### config.mk
export PLATFORM = sky130hd
export DESIGN_NAME = legged_contact_supervisor
export DESIGN_NICKNAME = d
export VERILOG_FILES = /design/src/hw/rtl/lcs_pkg.sv /design/src/hw/rtl/lcs_lane.sv /design/src/hw/rtl/lcs_merge.sv /design/src/hw/rtl/legged_contact_supervisor.sv
export VERILOG_INCLUDE_DIRS = /design/src /design/src/hw/rtl
export SDC_FILE = /design/constraint.sdc
export NUM_CORES = 2
export LEC_CHECK = 0
export BUFFER_PORTS_ARGS = -buffer_cell sky130_fd_sc_hd__buf_2
export CAP_MARGIN = 40
export CORE_MARGIN = 8
export CORE_UTILIZATION = 35
export CTS_CLUSTER_SIZE = 8
export DETAILED_ROUTE_END_ITERATION = 7
export HOLD_SLACK_MARGIN = 0.15
export PLACE_DENSITY_LB_ADDON = 0.05
export REMOVE_ABC_BUFFERS = 1
export SKIP_CTS_REPAIR_TIMING = 1
export SLEW_MARGIN = 15
export SYNTH_ARGS = -nofsm -noshare
export SYNTH_HDL_FRONTEND = slang
export SYNTH_SLANG_ARGS = --single-unit
### constraint.sdc
create_clock -name i_clk -period 11.1 [get_ports i_clk]
set_clock_uncertainty 0.15 [all_clocks]
set_input_delay 0.555 -clock i_clk [delete_from_list [all_inputs] [get_ports i_clk]]
set_output_delay 0.555 -clock i_clk [all_outputs]
set_load 0.005 [all_outputs]
### src/hw/rtl/assert_macros.svh
// Assertion macros shared by the contact supervisor RTL.
// No dependencies; synthesis builds see empty macro bodies.
`ifndef ASSERT_MACROS_SVH
`define ASSERT_MACROS_SVH
`ifndef SYNTHESIS
// Clocked property disabled while the active-low reset is asserted, custom message.
`define ASSERT_CLK_MSG(lbl, clk, rst_n, prop, msg) \
    lbl: assert property (@(posedge clk) disable iff (!(rst_n)) (prop)) else $error(msg);
// Clocked property with a fixed message.
`define ASSERT_CLK(lbl, clk, rst_n, prop) \
    `ASSERT_CLK_MSG(lbl, clk, rst_n, prop, "assertion failed")
`else
`define ASSERT_CLK_MSG(lbl, clk, rst_n, prop, msg)
`define ASSERT_CLK(lbl, clk, rst_n, prop)
`endif
`endif

### src/hw/rtl/lcs_pkg.sv
// Shared types, constants and helper function of the contact supervisor.
// No dependencies; imported by the lane, merge and top-level modules.
package lcs_pkg;

    localparam int MAX_LEGS      = 6;
    localparam int LEG_COUNT_DEF = 6;

    localparam int IN_TDATA_W  = 256;
    localparam int OUT_TDATA_W = 168;

    localparam logic [4:0] CONF_FULL     = 5'd20;
    localparam logic [9:0] DUTY_MIN      = 10'd51;
    localparam logic [9:0] DUTY_MAX      = 10'd973;
    localparam logic [8:0] HEIGHT_STEP   = 9'd10;
    localparam logic [8:0] HEIGHT_CAP    = 9'd80;
    localparam logic [9:0] STEP_FLOOR    = 10'd40;
    localparam logic [9:0] CADENCE_FLOOR = 10'd15;

    localparam logic [2:0] DEGRADED_LIMIT_RST = 3'd2;
    localparam logic [4:0] LOW_CONF_LIMIT_RST = 5'd8;

    // Configuration register indexes
    localparam logic [1:0] REG_DEGRADED_LIMIT = 2'd0;
    localparam logic [1:0] REG_LOW_CONF_LIMIT = 2'd1;

    typedef struct packed {
        logic       contact;
        logic       stance;
        logic [9:0] phase;
        logic [9:0] duty;
        logic [7:0] height;
        logic [9:0] len;
    } t_lane_in;

    typedef struct packed {
        logic       touch;
        logic       slip;
        logic       stance;
        logic       degraded;
        logic [4:0] conf;
        logic [7:0] height;
        logic [9:0] len;
    } t_lane_res;

    typedef struct packed {
        logic        derate;
        logic [9:0]  cadence;
        logic [59:0] len;
        logic [47:0] height;
        logic [29:0] conf;
        logic [5:0]  slip;
        logic [5:0]  touch;
        logic [5:0]  managed;
    } t_result;

    // floor(x / 5) by reciprocal multiply, exact for every 16-bit x
    function automatic logic [13:0] div5(input logic [15:0] x);
        logic [31:0] p;
        p = 32'(x) * 32'd52429;
        return p[31:18];
    endfunction

endpackage

### src/hw/rtl/lcs_lane.sv
// One leg of the contact supervisor: per-leg state and first-stage result register.
// Depends on lcs_pkg.
module lcs_lane (
    input  logic              i_clk,
    input  logic              i_rst_n,
    input  logic              i_accept,
    input  lcs_pkg::t_lane_in i_lane,
    input  logic [4:0]        i_low_conf_limit,
    output lcs_pkg::t_lane_res o_res
);
    import lcs_pkg::*;

    logic       r_last_contact;
    logic       r_last_stance;
    logic [1:0] r_missed;
    logic [1:0] r_tally;
    logic [4:0] r_conf;
    t_lane_res  r_res;

    logic [1:0]  n_missed;
    logic [1:0]  n_tally;
    logic [4:0]  n_conf;
    t_lane_res   n_res;

    logic [9:0]  duty;
    logic [9:0]  diff;
    logic [12:0] prog5;
    logic [10:0] remain;
    logic        late;
    logic        td;
    logic        slip;
    logic        search;
    logic [8:0]  hsum;
    logic [13:0] len9;
    logic [13:0] q;
    logic [9:0]  lenq;

    always_comb begin
        priority if (i_lane.duty < DUTY_MIN) begin
            duty = DUTY_MIN;
        end else if (i_lane.duty > DUTY_MAX) begin
            duty = DUTY_MAX;
        end else begin
            duty = i_lane.duty;
        end

        // 5*(phase - duty) >= 1024 - duty, i.e. swing at least 20 percent done
        diff   = i_lane.phase - duty;
        prog5  = {1'b0, diff, 2'b00} + 13'(diff);
        remain = 11'd1024 - {1'b0, duty};
        late   = (i_lane.phase >= duty) && (prog5 >= 13'(remain));

        td   = !i_lane.stance && !r_last_contact && i_lane.contact && late;
        slip = i_lane.stance && !i_lane.contact;

        n_tally = r_tally;
        if (slip && r_tally != 2'd2) begin
            n_tally = r_tally + 2'd1;
        end

        priority if (slip) begin
            n_conf = (r_conf >= 5'd4) ? r_conf - 5'd4 : 5'd0;
        end else if (i_lane.stance && i_lane.contact) begin
            n_conf = (r_conf + 5'd2 > CONF_FULL) ? CONF_FULL : r_conf + 5'd2;
        end else begin
            n_conf = (r_conf != 5'd0) ? r_conf - 5'd1 : 5'd0;
        end

        // a touchdown always has contact, so the contact branch clears it
        priority if (slip && r_last_stance) begin
            n_missed = (r_missed != 2'd3) ? r_missed + 2'd1 : r_missed;
        end else if (i_lane.contact) begin
            n_missed = 2'd0;
        end else begin
            n_missed = r_missed;
        end

        search = n_missed[1];

        hsum = {1'b0, i_lane.height} + HEIGHT_STEP;
        len9 = 14'(i_lane.len) * 14'd9;
        q    = div5({3'b000, len9[13:1]});
        lenq = q[9:0];

        n_res.touch    = td;
        n_res.slip     = slip;
        n_res.stance   = i_lane.stance;
        n_res.conf     = n_conf;
        n_res.degraded = n_tally[1] || search || (n_conf < i_low_conf_limit);
        if (search) begin
            n_res.height = (hsum > HEIGHT_CAP) ? HEIGHT_CAP[7:0] : hsum[7:0];
            n_res.len    = (lenq < STEP_FLOOR) ? STEP_FLOOR : lenq;
        end else begin
            n_res.height = i_lane.height;
            n_res.len    = i_lane.len;
        end
    end

    always_ff @(posedge i_clk) begin
        if (!i_rst_n) begin
            r_last_contact <= 1'b0;
            r_last_stance  <= 1'b0;
            r_missed       <= 2'd0;
            r_tally        <= 2'd0;
            r_conf         <= CONF_FULL;
        end else if (i_accept) begin
            r_last_contact <= i_lane.contact;
            r_last_stance  <= i_lane.stance;
            r_missed       <= n_missed;
            r_tally        <= n_tally;
            r_conf         <= n_conf;
        end
    end

    always_ff @(posedge i_clk) begin
        if (i_accept) begin
            r_res <= n_res;
        end
    end

    assign o_res = r_res;

endmodule

### src/hw/rtl/lcs_merge.sv
// Merge stage: degraded-leg count, gait derating and the output register.
// Depends on lcs_pkg.
module lcs_merge #(
    parameter int LEG_COUNT = lcs_pkg::LEG_COUNT_DEF
) (
    input  logic                                        i_clk,
    input  logic                                        i_rst_n,
    input  logic                                        i_valid,
    output logic                                        o_ready,
    input  lcs_pkg::t_lane_res [lcs_pkg::MAX_LEGS-1:0]  i_res,
    input  logic [9:0]                                  i_cadence,
    input  logic [2:0]                                  i_degraded_limit,
    output logic                                        o_valid,
    input  logic                                        i_ready,
    output lcs_pkg::t_result                            o_result
);
    import lcs_pkg::*;

    logic    r_valid;
    t_result r_result;
    t_result n_result;

    logic [2:0]  degraded_cnt;
    logic        derate;
    logic [13:0] cad_q;
    logic [9:0]  cad_d;
    logic [9:0]  len_out [MAX_LEGS];

    always_comb begin
        degraded_cnt = 3'd0;
        for (int i = 0; i < MAX_LEGS; i++) begin
            degraded_cnt = degraded_cnt + 3'(i_res[i].degraded);
        end
        derate = degraded_cnt >= i_degraded_limit;
        // floor(8c/10) = floor(4c/5)
        cad_q  = div5({4'b0000, i_cadence, 2'b00});
        cad_d  = (cad_q[9:0] < CADENCE_FLOOR) ? CADENCE_FLOOR : cad_q[9:0];
    end

    for (genvar g = 0; g < MAX_LEGS; g++) begin : g_len
        if (g < LEG_COUNT) begin : g_used
            logic [14:0] l17;
            logic [13:0] lq;
            // floor(85*len/100) = floor(floor(17*len/4)/5)
            always_comb begin
                l17 = 15'(i_res[g].len) * 15'd17;
                lq  = div5({3'b000, l17[14:2]});
                if (derate) begin
                    len_out[g] = (lq[9:0] < STEP_FLOOR) ? STEP_FLOOR : lq[9:0];
                end else begin
                    len_out[g] = i_res[g].len;
                end
            end
        end else begin : g_unused
            assign len_out[g] = 10'd0;
        end
    end

    always_comb begin
        n_result.derate  = derate;
        n_result.cadence = derate ? cad_d : i_cadence;
        for (int i = 0; i < MAX_LEGS; i++) begin
            n_result.managed[i]            = i_res[i].stance | i_res[i].touch;
            n_result.touch[i]              = i_res[i].touch;
            n_result.slip[i]               = i_res[i].slip;
            n_result.conf[5*i +: 5]        = i_res[i].conf;
            n_result.height[8*i +: 8]      = i_res[i].height;
            n_result.len[10*i +: 10]       = len_out[i];
        end
    end

    assign o_ready = !r_valid || i_ready;

    always_ff @(posedge i_clk) begin
        if (!i_rst_n) begin
            r_valid <= 1'b0;
        end else if (o_ready) begin
            r_valid <= i_valid;
        end
    end

    always_ff @(posedge i_clk) begin
        if (o_ready && i_valid) begin
            r_result <= n_result;
        end
    end

    assign o_valid  = r_valid;
    assign o_result = r_result;

endmodule

### src/hw/rtl/legged_contact_supervisor.sv
// Top level of the legged contact supervisor: stream ports, config registers, lanes, merge.
// Depends on lcs_pkg, lcs_lane, lcs_merge and assert_macros.svh.
//
// Channel   | Direction | Handshake                       | Payload
// ----------+-----------+---------------------------------+------------------------------
// s_axis    | in        | s_axis_tvalid / s_axis_tready   | one control tick, 250 bits
// m_axis    | out       | m_axis_tvalid / m_axis_tready   | one supervised result, 167 bits
// cfg       | in        | i_cfg_valid / o_cfg_ready       | register index, write data
//
// Flow: one tick enters per cycle while s_axis_tready is high; an accepted request passes
//   the lane register, then the merge output register.
// The two stages are the per-leg lanes (duty clamp, swing compare, state update, foot search)
//   and the merge (degraded count, cadence and step derating by reciprocal multiplies).
// Reset: synchronous, active low; clears per-leg history, confidence to full (20), config
//   registers to their defaults and both stage valids. No clearing pass is needed.
// Stalls: with m_axis_tready low the output register holds, the lane stage still takes one
//   more request, then s_axis_tready drops until the result is taken.
// The config port is always ready; write it only while no request is in flight.
module legged_contact_supervisor #(
    parameter int LEG_COUNT = lcs_pkg::LEG_COUNT_DEF
) (
    input  logic                             i_clk,
    input  logic                             i_rst_n,
    input  logic                             s_axis_tvalid,
    output logic                             s_axis_tready,
    // [5:0] contact_bits, [11:6] stance_bits, [71:12] phase_lanes, [131:72] duty_lanes,
    // [179:132] swing_height_lanes, [239:180] step_length_lanes, [249:240] cadence_in,
    // [255:250] zero
    input  logic [lcs_pkg::IN_TDATA_W-1:0]   s_axis_tdata,
    output logic                             m_axis_tvalid,
    input  logic                             m_axis_tready,
    // [5:0] managed_stance_bits, [11:6] touchdown_bits, [17:12] slip_bits,
    // [47:18] confidence_lanes, [95:48] swing_height_out, [155:96] step_length_out,
    // [165:156] cadence_out, [166] derate_request, [167] zero
    output logic [lcs_pkg::OUT_TDATA_W-1:0]  m_axis_tdata,
    input  logic                             i_cfg_valid,
    output logic                             o_cfg_ready,
    input  logic [1:0]                       i_cfg_index,
    input  logic [4:0]                       i_cfg_data
);
    import lcs_pkg::*;

`include "assert_macros.svh"

    // unpacked input fields
    logic [5:0]  in_contact;
    logic [5:0]  in_sched;
    logic [59:0] in_phase;
    logic [59:0] in_duty;
    logic [47:0] in_height;
    logic [59:0] in_len;
    logic [9:0]  in_cadence;

    assign in_contact = s_axis_tdata[5:0];
    assign in_sched   = s_axis_tdata[11:6];
    assign in_phase   = s_axis_tdata[71:12];
    assign in_duty    = s_axis_tdata[131:72];
    assign in_height  = s_axis_tdata[179:132];
    assign in_len     = s_axis_tdata[239:180];
    assign in_cadence = s_axis_tdata[249:240];

    // configuration registers
    logic [2:0] r_degraded_limit;
    logic [4:0] r_low_conf_limit;

    assign o_cfg_ready = 1'b1;

    always_ff @(posedge i_clk) begin
        if (!i_rst_n) begin
            r_degraded_limit <= DEGRADED_LIMIT_RST;
            r_low_conf_limit <= LOW_CONF_LIMIT_RST;
        end else if (i_cfg_valid) begin
            if (i_cfg_index == REG_DEGRADED_LIMIT) begin
                r_degraded_limit <= i_cfg_data[2:0];
            end else if (i_cfg_index == REG_LOW_CONF_LIMIT) begin
                r_low_conf_limit <= i_cfg_data;
            end
        end
    end

    // lane stage control: the lane registers load on every accepted request
    logic       r_s1_valid;
    logic [9:0] r_s1_cadence;
    logic       w_merge_ready;
    logic       w_accept;

    assign s_axis_tready = !r_s1_valid || w_merge_ready;
    assign w_accept      = s_axis_tvalid && s_axis_tready;

    always_ff @(posedge i_clk) begin
        if (!i_rst_n) begin
            r_s1_valid <= 1'b0;
        end else if (w_accept) begin
            r_s1_valid <= 1'b1;
        end else if (w_merge_ready) begin
            r_s1_valid <= 1'b0;
        end
    end

    always_ff @(posedge i_clk) begin
        if (w_accept) begin
            r_s1_cadence <= in_cadence;
        end
    end

    // one lane per leg; legs beyond LEG_COUNT read as all-zero results
    t_lane_res [MAX_LEGS-1:0] w_res;

    for (genvar g = 0; g < MAX_LEGS; g++) begin : g_leg
        if (g < LEG_COUNT) begin : g_used
            t_lane_in lane_in;
            assign lane_in.contact = in_contact[g];
            assign lane_in.stance  = in_sched[g];
            assign lane_in.phase   = in_phase[10*g +: 10];
            assign lane_in.duty    = in_duty[10*g +: 10];
            assign lane_in.height  = in_height[8*g +: 8];
            assign lane_in.len     = in_len[10*g +: 10];

            lcs_lane u_lane (
                .i_clk            (i_clk),
                .i_rst_n          (i_rst_n),
                .i_accept         (w_accept),
                .i_lane           (lane_in),
                .i_low_conf_limit (r_low_conf_limit),
                .o_res            (w_res[g])
            );
        end else begin : g_unused
            assign w_res[g] = '0;
        end
    end

    t_result w_result;

    lcs_merge #(
        .LEG_COUNT (LEG_COUNT)
    ) u_merge (
        .i_clk            (i_clk),
        .i_rst_n          (i_rst_n),
        .i_valid          (r_s1_valid),
        .o_ready          (w_merge_ready),
        .i_res            (w_res),
        .i_cadence        (r_s1_cadence),
        .i_degraded_limit (r_degraded_limit),
        .o_valid          (m_axis_tvalid),
        .i_ready          (m_axis_tready),
        .o_result         (w_result)
    );

    assign m_axis_tdata = {1'b0, w_result};

    // a stalled lane stage must keep its request
    `ASSERT_CLK_MSG(a_s1_hold, i_clk, i_rst_n, (r_s1_valid && !w_merge_ready) |=> r_s1_valid,
        "lane stage dropped a stalled request")
    // touchdown needs swing, slip needs stance: never both on one leg
    `ASSERT_CLK(a_td_slip_excl, i_clk, i_rst_n,
        m_axis_tvalid |-> ((w_result.touch & w_result.slip) == 6'd0))
    // every touchdown forces stance in the managed schedule
    `ASSERT_CLK(a_td_forces_stance, i_clk, i_rst_n,
        m_axis_tvalid |-> ((w_result.touch & ~w_result.managed) == 6'd0))
    // derated cadence respects its floor
    `ASSERT_CLK(a_cadence_floor, i_clk, i_rst_n,
        (m_axis_tvalid && w_result.derate) |-> (w_result.cadence >= CADENCE_FLOOR))

endmodule
==> results.ini <==
[detailed_routing]
drt_iter0_drc = 2280
post_drt_wl_per_cell_um = 17.8
vias = 52747
firstDrtPassIters = 5
drtAntennaViolNets = 0
routed_wl_um = 193000
drc = 0
vias_per_cell = 4.88

[synthesis]
synth.cell_area_um2 = 68800
ys_async_sr_fraction_pct = 0
yosys_register_bits = 415
synth-edff-count = 339
syn_inst = 7584
avgSynthCellArea_um2 = 9.08
ys_types = 97
synth_ff_type = edfxtp_1
yosys_warnings = 0
seq_area_frac_synth_pct = 17.0

[floorplan]
core_um2 = 195000
num_rows = 162
ios = 439
start_util_pct = 35.3
design.die.area_um2 = 211000
die_w_um = 459
die_height_um = 459

[finish]
layout_common_cells = 1,619 x inv_1, 1,417 x ha_1, 621 x fa_1
n_fill_cell = 19781
final_nets = 10435
multi_input_area_um2 = 50700
regArea_um2 = 11700
stdcell_count = 10806
drive_above_1_share_pct = 7.64
area_growth_pct = 12.4
layout_commonest_cell = inv_1

[clock_tree]
cts_tree = done
h-tree-depth = 3
cts_max_path_buffers = 3
cts_buffers = 66
clock_sinks = 415
cts_root_buf = clkbuf_16
clk_latency_ns = 0.71
path_clk_slew_ns = 0.06

[sta]
slew_viol_final = 0
rsz0062_at_grt = no
finalSetupViolCount = 0
tns_ns = 0
final-hold-violation-count = 0
worstMarginPinSlew_ns = 0.849
relSlewSlack_pct = 43.4
fmax_ghz = 0.117
fin_crit_sh_pct = 76.7
timing.hold.ws_ns = 0.166
post-route-min-period_ns = 8.51

[worst_setup_path]
crit_type = reg -> reg
start_kind = register
worstPathMaxFanout = 6
required_ns = 11.35
crit_top_cell = inv_1
crit_family = adder cells
arrival_ns = 8.76
crit_path_end_kind = register
worst-path-buf-inv = 6
slowest_stage = fa_1
cpPeakStageDelay_ns = 0.58

[global_routing]
use_met3_pct = 2.55
use_met2_pct = 31.1
track_usage_pct = 18.0
overflow = 0
grt_pass1_vias = 54868
antenna_found_initial = 11
grt_use_met1_pct = 23.8
grt_pass1_wl_um = 305000
grt_max_degree = 94
grt_busiest_layer = met2

[placed_design]
dp.cells = 10579
place.gp.congestion = 0.846
port_buffers = 430
hpwl_um = 164000

[outcome]
status = complete, no violations

[run]
drv_cap = 0

[min_path]
worst_hold_path_type = in -> reg

[flip-flops by register name, indices dropped and copies added, names as in the netlist]
name                                flops
g_leg.g_used.u_lane.o_res             162
r_s1_cadence                           10
u_merge.o_result                      167
g_leg.g_used.u_lane.r_tally            12
g_leg.g_used.u_lane.r_missed           12
u_merge.o_valid                         1
r_degraded_limit                        3
g_leg.g_used.u_lane.r_last_contact      6
g_leg.g_used.u_lane.r_last_stance       6
r_low_conf_limit                        5
g_leg.g_used.u_lane.r_conf             30
r_s1_valid                              1
[path summary, 6_finish.rpt]
| path | cells past startpoint | startpoint | endpoint | slack, ns |
|---|---|---|---|---|
| hold reg to reg | 0 | g_leg[1].g_used.u_lane.o_res[17] | u_merge.o_result[63] | 0.26 |
| setup reg to reg | 28 | g_leg[1].g_used.u_lane.o_res[5] | u_merge.o_result[107] | 2.59 |
| setup / recovery | 28 | g_leg[1].g_used.u_lane.o_res[5] | u_merge.o_result[107] | 2.59 |
| hold / removal | 3 | s_axis_tdata[168] | g_leg[4].g_used.u_lane.o_res[14] | 0.17 |
[metal layers]
metal | share of wire (%) | wire (um)
met1 | 47 | 90200
met5 | 0 | 0
met3 | 3.3 | 6360
met4 | 2.4 | 4630
met2 | 47 | 91600
[cell families (layout without fill, tap and decap cells)]
group | after synthesis | after routing | synth area share [%]
mux | 29 | 29 | 0.436
other cells | 2 | 11 | 0.0109
compound gates | 1475 | 1475 | 13.7
flops | 415 | 415 | 17.0
buf+inv | 1718 | 2307 | 9.41
xor+xnor | 399 | 399 | 5.18
fa+ha+maj | 2038 | 2038 | 43.8
simple gates | 1508 | 1508 | 10.5
[per-stage QoR]
step	worst slack, ns	instance area [um2]	util (%)
after CTS	2.53	76300	39.1
after global placement	2.52	74100	38.0
after global routing	1.95	77400	39.7
final	2.59	77400	39.7
after floorplan	1.97	68500	-
after detailed placement	2.52	74200	38.0
[cell type report]
| cell class | count | area share [%] |
|---|---|---|
| multi-input combinational | 5457 | 65.5 |
| sequential | 415 | 15.1 |
| inverter | 1622 | 7.88 |
| timing repair buffer | 567 | 4.54 |
| tap | 2624 | 4.24 |
| clock buffer | 104 | 2.37 |
| clock inverter | 14 | 0.320 |
| antenna | 3 | 0.00970 |
[synth_stat cells, types with 41 or more instances]
master    instances  share of area [%]
nor2b_1          88               0.80
or2_2            41               0.37
and2_1           41               0.37
o21a_1           88               0.96
a211oi_1         45               0.49
or3_1            41               0.37
xnor2_1         277                3.5
inv_1          1620                8.8
ha_1           1417                 26
xor2_1          117                1.5
dfxtp_1          76                2.2
fa_1            621                 18
a21oi_1         466                3.4
nor3_1           94               0.68
clkbuf_1         89               0.49
a31oi_1          60               0.55
o211ai_1         50               0.55
nand3_1         120               0.87
o21ai_0         315                2.3
a21o_1          127                1.4
nor2_1          412                2.2
nand4_1          65               0.59
edfxtp_1        339                 15
nand2_1         437                2.4
[worst reg2reg max path, delay by kind of cell, from the launching register on]
family,cells,cell delay [ns]
adder cells (fa/ha/maj),8,3.39
AO/OA/AOI/OAI,6,1.67
AND/OR/NAND/NOR,5,1.38
XOR/XNOR,2,0.56
flip-flops,1,0.45
buffers and inverters,6,0.35
multiplexers,1,0.23
Power is not shown: default switching activity piles up to over one toggle a cycle in this logic, so the estimate is an artifact.
